===== src/rtl/ghp_pkg.sv =====
`timescale 1ns / 1ps

package ghp_pkg;

  // Pool geometry
  localparam int SLOTS     = 64;
  localparam int IDX_BITS  = $clog2(SLOTS);
  localparam int CNT_BITS  = $clog2(SLOTS + 1);
  localparam int GEN_BITS  = 8;
  localparam int DATA_BITS = 32;
  localparam int ACT_BITS  = 3;
  localparam int STAT_BITS = 2;

  // Command codes
  localparam logic [ACT_BITS-1:0] ACT_CREATE  = 3'd0;
  localparam logic [ACT_BITS-1:0] ACT_DESTROY = 3'd1;
  localparam logic [ACT_BITS-1:0] ACT_WRITE   = 3'd2;
  localparam logic [ACT_BITS-1:0] ACT_READ    = 3'd3;
  localparam logic [ACT_BITS-1:0] ACT_CHECK   = 3'd4;

  // Status codes
  localparam logic [STAT_BITS-1:0] ST_OK      = 2'd0;
  localparam logic [STAT_BITS-1:0] ST_INVALID = 2'd1;
  localparam logic [STAT_BITS-1:0] ST_FULL    = 2'd2;

  typedef struct packed {
    logic [ACT_BITS-1:0]         action;
    logic [IDX_BITS-1:0]         handle_index;
    logic [GEN_BITS-1:0]         handle_generation;
    logic signed [DATA_BITS-1:0] write_value;
  } cmd_t;

  typedef struct packed {
    logic [STAT_BITS-1:0]        status;
    logic                        is_valid;
    logic [IDX_BITS-1:0]         new_index;
    logic [GEN_BITS-1:0]         new_generation;
    logic signed [DATA_BITS-1:0] read_value;
  } rsp_t;

  // Free stack entry: a freed slot carries its next generation along
  typedef struct packed {
    logic [IDX_BITS-1:0] idx;
    logic [GEN_BITS-1:0] gen;
  } stk_entry_t;

  typedef struct packed {
    logic       push;
    logic       pop;
    stk_entry_t entry;
  } stk_ctrl_t;

endpackage


===== src/rtl/generational_handle_pool.sv =====
`timescale 1ns / 1ps

// Generational handle pool over 64 slots. A command is taken on any clock edge
// with start high; busy never rises, so a command may be issued every cycle.
// The result register loads on the edge after the command's transfer. The
// result is then on rsp_o with done_o high for exactly one cycle. Results come
// in command order; the receiver cannot stall them and must take each one in
// its cycle. The slot generation and slot data tables are memories with one
// write port and one registered read port. Each is read ahead at the incoming
// command's index, with forwarding from the command in flight. The free stack
// stores each freed slot together with its next generation and keeps its top
// prefetched. No clearing pass follows reset: live and generation state come
// up zero at once.
module generational_handle_pool (
  input  logic          clk_i,
  input  logic          rst_ni,
  input  logic          start,
  output logic          busy,
  input  ghp_pkg::cmd_t cmd_i,
  output logic          done_o,
  output ghp_pkg::rsp_t rsp_o
);
  import ghp_pkg::*;

  // Command register
  cmd_t                 req_q;
  logic                 req_vld_q;

  // Per-slot flags
  logic [SLOTS-1:0]     live_q, live_d;
  logic [SLOTS-1:0]     gen_set_q, gen_set_d;
  logic [CNT_BITS-1:0]  fresh_q, fresh_d;

  // Generation table
  logic [GEN_BITS-1:0]  gen_mem [SLOTS];
  logic [GEN_BITS-1:0]  gen_rd_q, gen_bypd_q, gen_cur, gen_next;
  logic                 gen_byp_q, gen_we;

  // Data table
  logic [DATA_BITS-1:0] val_mem [SLOTS];
  logic [DATA_BITS-1:0] val_rd_q, val_bypd_q, val_cur, val_wdata;
  logic [IDX_BITS-1:0]  val_waddr;
  logic                 val_byp_q, val_we;

  // Free stack
  stk_ctrl_t            stk_ctrl;
  stk_entry_t           stk_top;
  logic                 stk_empty;

  // Result register
  rsp_t                 rsp_d, rsp_q;
  logic                 done_q;

  logic [IDX_BITS-1:0]  hidx;
  logic                 hit;
  logic                 got;
  logic [IDX_BITS-1:0]  slot;
  logic [GEN_BITS-1:0]  slot_gen;

  assign busy = 1'b0;

  ghp_free_stack u_stack (
    .clk_i   (clk_i),
    .rst_ni  (rst_ni),
    .ctrl_i  (stk_ctrl),
    .top_o   (stk_top),
    .empty_o (stk_empty)
  );

  // Handle test against current slot state
  assign hidx     = req_q.handle_index;
  assign gen_cur  = gen_byp_q ? gen_bypd_q : (gen_set_q[hidx] ? gen_rd_q : '0);
  assign val_cur  = val_byp_q ? val_bypd_q : val_rd_q;
  assign hit      = live_q[hidx] && (gen_cur == req_q.handle_generation);
  assign gen_next = GEN_BITS'(gen_cur + 1'b1);

  // Command execution
  always_comb begin
    rsp_d     = '0;
    live_d    = live_q;
    gen_set_d = gen_set_q;
    fresh_d   = fresh_q;
    gen_we    = 1'b0;
    val_we    = 1'b0;
    val_waddr = hidx;
    val_wdata = req_q.write_value;
    stk_ctrl  = '0;
    stk_ctrl.entry.idx = hidx;
    stk_ctrl.entry.gen = gen_next;
    got       = 1'b0;
    slot      = '0;
    slot_gen  = '0;
    if (req_vld_q) begin
      case (req_q.action) inside
        ACT_CREATE: begin
          if (!stk_empty) begin
            got          = 1'b1;
            slot         = stk_top.idx;
            slot_gen     = stk_top.gen;
            stk_ctrl.pop = 1'b1;
          end else if (fresh_q < CNT_BITS'(SLOTS)) begin
            // never-used slot: generation still zero
            got     = 1'b1;
            slot    = fresh_q[IDX_BITS-1:0];
            fresh_d = CNT_BITS'(fresh_q + 1'b1);
          end
          if (got) begin
            live_d[slot]         = 1'b1;
            val_we               = 1'b1;
            val_waddr            = slot;
            val_wdata            = '0;
            rsp_d.is_valid       = 1'b1;
            rsp_d.new_index      = slot;
            rsp_d.new_generation = slot_gen;
          end else begin
            rsp_d.status = ST_FULL;
          end
        end
        ACT_DESTROY, ACT_WRITE, ACT_READ, ACT_CHECK: begin
          if (!hit) begin
            rsp_d.status = ST_INVALID;
          end else begin
            rsp_d.is_valid = 1'b1;
            case (req_q.action)
              ACT_DESTROY: begin
                gen_we          = 1'b1;
                gen_set_d[hidx] = 1'b1;
                live_d[hidx]    = 1'b0;
                stk_ctrl.push   = 1'b1;
              end
              ACT_WRITE: begin
                val_we = 1'b1;
              end
              ACT_READ: begin
                rsp_d.read_value = val_cur;
              end
              default: begin
              end
            endcase
          end
        end
        default: begin
          rsp_d.status = ST_INVALID;
        end
      endcase
    end
  end

  // Control state
  always_ff @(posedge clk_i or negedge rst_ni) begin
    if (!rst_ni) begin
      req_vld_q <= 1'b0;
      done_q    <= 1'b0;
      live_q    <= '0;
      gen_set_q <= '0;
      fresh_q   <= '0;
    end else begin
      req_vld_q <= start && !busy;
      done_q    <= req_vld_q;
      live_q    <= live_d;
      gen_set_q <= gen_set_d;
      fresh_q   <= fresh_d;
    end
  end

  // Payload registers
  always_ff @(posedge clk_i) begin
    if (start && !busy) begin
      req_q <= cmd_i;
    end
    rsp_q <= rsp_d;
  end

  // Generation table: write by destroy, read ahead at the incoming index
  always_ff @(posedge clk_i) begin
    if (gen_we) begin
      gen_mem[hidx] <= gen_next;
    end
    gen_rd_q   <= gen_mem[cmd_i.handle_index];
    gen_byp_q  <= gen_we && (hidx == cmd_i.handle_index);
    gen_bypd_q <= gen_next;
  end

  // Data table: write by create (clear) and write, read ahead likewise
  always_ff @(posedge clk_i) begin
    if (val_we) begin
      val_mem[val_waddr] <= val_wdata;
    end
    val_rd_q   <= val_mem[cmd_i.handle_index];
    val_byp_q  <= val_we && (val_waddr == cmd_i.handle_index);
    val_bypd_q <= val_wdata;
  end

  assign done_o = done_q;
  assign rsp_o  = rsp_q;

endmodule


===== src/rtl/ghp_free_stack.sv =====
`timescale 1ns / 1ps

module ghp_free_stack (
  input  logic                clk_i,
  input  logic                rst_ni,
  input  ghp_pkg::stk_ctrl_t  ctrl_i,
  output ghp_pkg::stk_entry_t top_o,
  output logic                empty_o
);
  import ghp_pkg::*;

  stk_entry_t          mem [SLOTS];
  logic [CNT_BITS-1:0] count_q, count_d;
  logic [IDX_BITS-1:0] waddr, raddr;
  logic                we;
  stk_entry_t          rd_q, bypd_q;
  logic                byp_q;

  // Fill level update
  always_comb begin
    count_d = count_q;
    we      = 1'b0;
    if (ctrl_i.pop && count_q != '0) begin
      count_d = CNT_BITS'(count_q - 1'b1);
    end else if (ctrl_i.push && count_q < CNT_BITS'(SLOTS)) begin
      count_d = CNT_BITS'(count_q + 1'b1);
      we      = 1'b1;
    end
  end

  assign waddr = count_q[IDX_BITS-1:0];
  // Prefetch the entry that will be on top after this cycle's transfer
  assign raddr = IDX_BITS'(count_d - 1'b1);

  always_ff @(posedge clk_i or negedge rst_ni) begin
    if (!rst_ni) begin
      count_q <= '0;
    end else begin
      count_q <= count_d;
    end
  end

  // Storage, registered read, same-address forwarding
  always_ff @(posedge clk_i) begin
    if (we) begin
      mem[waddr] <= ctrl_i.entry;
    end
    rd_q   <= mem[raddr];
    byp_q  <= we && (waddr == raddr);
    bypd_q <= ctrl_i.entry;
  end

  assign top_o   = byp_q ? bypd_q : rd_q;
  assign empty_o = (count_q == '0);

endmodule


===== config.mk =====
export PLATFORM = sky130hd
export DESIGN_NAME = generational_handle_pool
export DESIGN_NICKNAME = d
export VERILOG_FILES = /design/src/rtl/ghp_pkg.sv /design/src/rtl/generational_handle_pool.sv /design/src/rtl/ghp_free_stack.sv
export SDC_FILE = /design/constraint.sdc
export NUM_CORES = 2
export LEC_CHECK = 0
export BUFFER_PORTS_ARGS = -buffer_cell sky130_fd_sc_hd__buf_2
export CORE_ASPECT_RATIO = 0.6
export CORE_MARGIN = 5
export CORE_UTILIZATION = 24
export DETAILED_ROUTE_END_ITERATION = 10
export SYNTH_ARGS = -nofsm -noshare
export SYNTH_HDL_FRONTEND = slang
export SYNTH_HIERARCHICAL = 1
export SYNTH_SLANG_ARGS = --single-unit

===== constraint.sdc =====
create_clock -name clk_i -period 8.3 [get_ports clk_i]
set_input_delay 0 -clock clk_i [delete_from_list [all_inputs] [get_ports clk_i]]
set_output_delay 0 -clock clk_i [all_outputs]
set_load 0.01 [all_outputs]

==> run summary <==
Final setup fails: 0
RSZ-0062 raised after global routing: no
DIE AREA: 0.639 mm2
Crit path DAT: 8970 ps
Distinct cell type count after synthesis: 90
Num CTS Buffers: 378
Vias per cell: 4.82
Post-Syn Area: 0.149 mm2
Depth of the most critical reg-to-reg path: 17
DRC viols: 0
Final cycle utilization of the critical path: 96.6%
Site Rows: 224
Total gr overflow: 0
Die Span Y: 621 um
Fmax: 125 MHz
Avg WL per Cell: 26.1 um
Reg2reg start: hidx[2]
Pin count of the biggest net entering global routing: 157
Commonest non-fill, non-tap cell in the layout: edfxtp_1
Worst vdd ir: 196 uV
Ports: 103
Post-synth top flop: edfxtp_1
Async set or reset register ratio after synthesis: 3.78%
Initial DRC count: 11900
Initial cell density of the core: 24.1%
Fillers: 60600
GRT Overall Usage: 12.8%
Type of origin of the critical path: flip-flop
Gp weighted congestion: 0.890
Leakage: 55.5 nW
Clk slew on worst S/H paths: 70 ps
Antenna violations before repair: 33
Worst R2R Setup Slack: 280 ps
Worst slack, placed: 733 ps
CTS sink count: 3809
Top cell type's share of synthesized area: 70.5%
Worst hold path class: input port to asynchronous set/reset pin
Setup CP Type: flip-flop to flip-flop
Slew HR: 3.37%
Share of cells above drive strength 1: 26.9%
Die X: 1030 um
Synth Register Bits: 3809
DP Wirelength: 252000 um
Max Slew Vio Count: 0
CP endpoint kind: flip-flop
Commonest non-fill, non-tap cells in the layout: edfxtp_1, mux4_2, nor2_1
Ranking of synthesized cells by area: edfxtp_1, mux4_2, dfrtp_1
Port Buf Inserts: 101
Nets: 7936
Final hold vios: 0
Status: complete, no violations
Setup_tns: 0 ps
Remaining antenna violation count: 0
Pwr/cell area: 234 mW/mm2
CP Max Fanout: 36
# resized after CTS: 0
R2R Path End: u_stack/rd_q[12]
Root buf cell: clkbuf_16
Area of the core: 0.620 mm2
Yosys warning count: 6
Max-cap violations: 0
Max Clock Skew: 155 ps
Minimum clock period: 8020 ps
Cells after synthesis: 7488
Least-Margin Pin Slew: 1440 ps
Final WS setup: 280 ps
EDFF count, synth: 3505
Seq/Total Area, Yosys: 75.0%
Syn Area/Cell: 19.9 um2
Layout Area Growth over Synthesis: 17.0%
CTS max path bufs: 4
Vias in the first global route: 75100
H-tree levels: 5
Worst Path Required: 9250 ps
Vias: 79300
First-pass iteration count of the detailed router: 6
Cell taking the most area after synthesis: edfxtp_1
WL final: 430000 um
First-pass GRT wire length: 599000 um
Syn_nets: 7546
Clk Latency, worst-skew pair: 1020 ps
CTS tree: done
worst max-delay path by stage:
stage                        to     from  slack [ps]  cells after the start
2_1_floorplan     gen_mem[0][5]  hidx[0]         810                     11
3_3_place_gp    u_stack/rd_q[2]  hidx[5]         780                     16
3_5_place_dp    u_stack/rd_q[3]  hidx[0]         730                     18
4_1_cts         u_stack/rd_q[3]  hidx[0]         800                     18
5_1_grt         u_stack/rd_q[2]  hidx[0]         310                     19
6_report       u_stack/rd_q[12]  hidx[2]         280                     17
layer usage:
layer	GRT usage (%)	up-vias	routed length (um)
met2	17.0	4696	171000
met5	0	-	98
met4	3.11	16	10900
met3	4.19	613	55900
met1	19.9	42300	192000
li1	-	31600	-
timing repair:
item,4_1_cts,5_1_grt
endpoints found under the hold margin,270,0
setup buffers,0,0
hold buffers,96,0
setup endpoints to repair,0,0
final cells by class:
type                       count  area, um2  share of cell area (%)
sequential                  3809     112000                    64.1
multi-input combinational   3146      35700                    20.4
tap                         8249      10300                    5.91
clock buffer                 485      10300                    5.89
timing repair buffer         491       3980                    2.28
clock inverter               214       2180                    1.25
inverter                      52        205                   0.117
antenna                        9       22.5                  0.0129
worst max-delay path: stages, from the launching register on:
cell	delay, ps
edfxtp_1	470
nor2b_1	1000
a22oi_1	260
nand3_1	330
and4_4	310
nand3_1	100
a22oi_2	380
o2111ai_1	420
inv_1	340
nor3b_1	550
a32o_1	260
a211o_1	340
and3_2	730
or2_2	660
buf_4	570
a211oi_1	340
nor4_1	600
a22o_1	210
synthesized netlist by cell type, types with 17 or more instances:
cell and instances:
o211ai_1 115, mux2i_1 92, nor4_1 62, nand3_1 40, buf_1 69, nor2_1 639, clkbuf_1 323, buf_4 17
a21oi_1 22, a22o_1 51, dfrtp_1 144, nand4_1 34, a211oi_1 86, o22ai_1 128, and2_1 45, buf_2 56
xnor2_1 23, edfxtp_1 3505, a311oi_1 27, o41ai_1 19, a22oi_1 22, nand2_1 223, dfxtp_1 160, o21ai_0 42
or2_2 34, o31ai_1 37, or4_1 22, nand4b_1 27, nor3_1 81, mux2_2 36, inv_1 50, mux4_2 986
a21o_1 22, nand2b_1 68
report_power, final:
| group | internal [mW] | switching, mW | total (mW) |
|---|---|---|---|
| combinational | 0.655 | 1.44 | 2.10 |
| clock | 9.81 | 7.53 | 17.3 |
| sequential | 21.3 | 0.0731 | 21.4 |
| total | 31.8 | 9.05 | 40.9 |
sequential cells by signal, indices dropped and copies added (netlist names), 8 cells and up:
| register | flops |
|---|---|
| gen_set_q | 64 |
| req_q | 43 |
| gen_mem | 512 |
| val_mem | 2048 |
| u_stack/mem | 896 |
| val_bypd_q | 32 |
| u_stack/bypd_q | 14 |
| rsp_o | 49 |
| live_q | 64 |
| val_rd_q | 32 |
| u_stack/rd_q | 14 |
| gen_rd_q | 8 |
| gen_bypd_q | 8 |
stage by stage:
stage          area, um2  instances  utilization (%)  total power, mW  hold WS (ps)
6_report          175000      16500             28.2             40.9           159
5_1_grt           175000      16400             28.2             42.1           137
4_1_cts           175000      16400             28.2             41.2          75.8
3_5_place_dp      161000      15700             26.0             23.9          14.3
3_3_place_gp      161000      15700             26.0             23.9         -8.90
2_1_floorplan     149000       7488                -             23.0          -296
cells by family after synthesis:
| logic type | count (synthesis) | share of synthesized area, % |
|---|---|---|
| flops | 3809 | 75.0 |
| simple gates | 1337 | 4.19 |
| mux | 1114 | 15.8 |
| compound gates | 651 | 3.25 |
| buf+inv | 533 | 1.52 |
| xor+xnor | 37 | 0.217 |
| fa+ha+maj | 6 | 0.0503 |
| other cells | 1 | 0.00251 |
No activity file was read; power rests on OpenSTA's default activity.
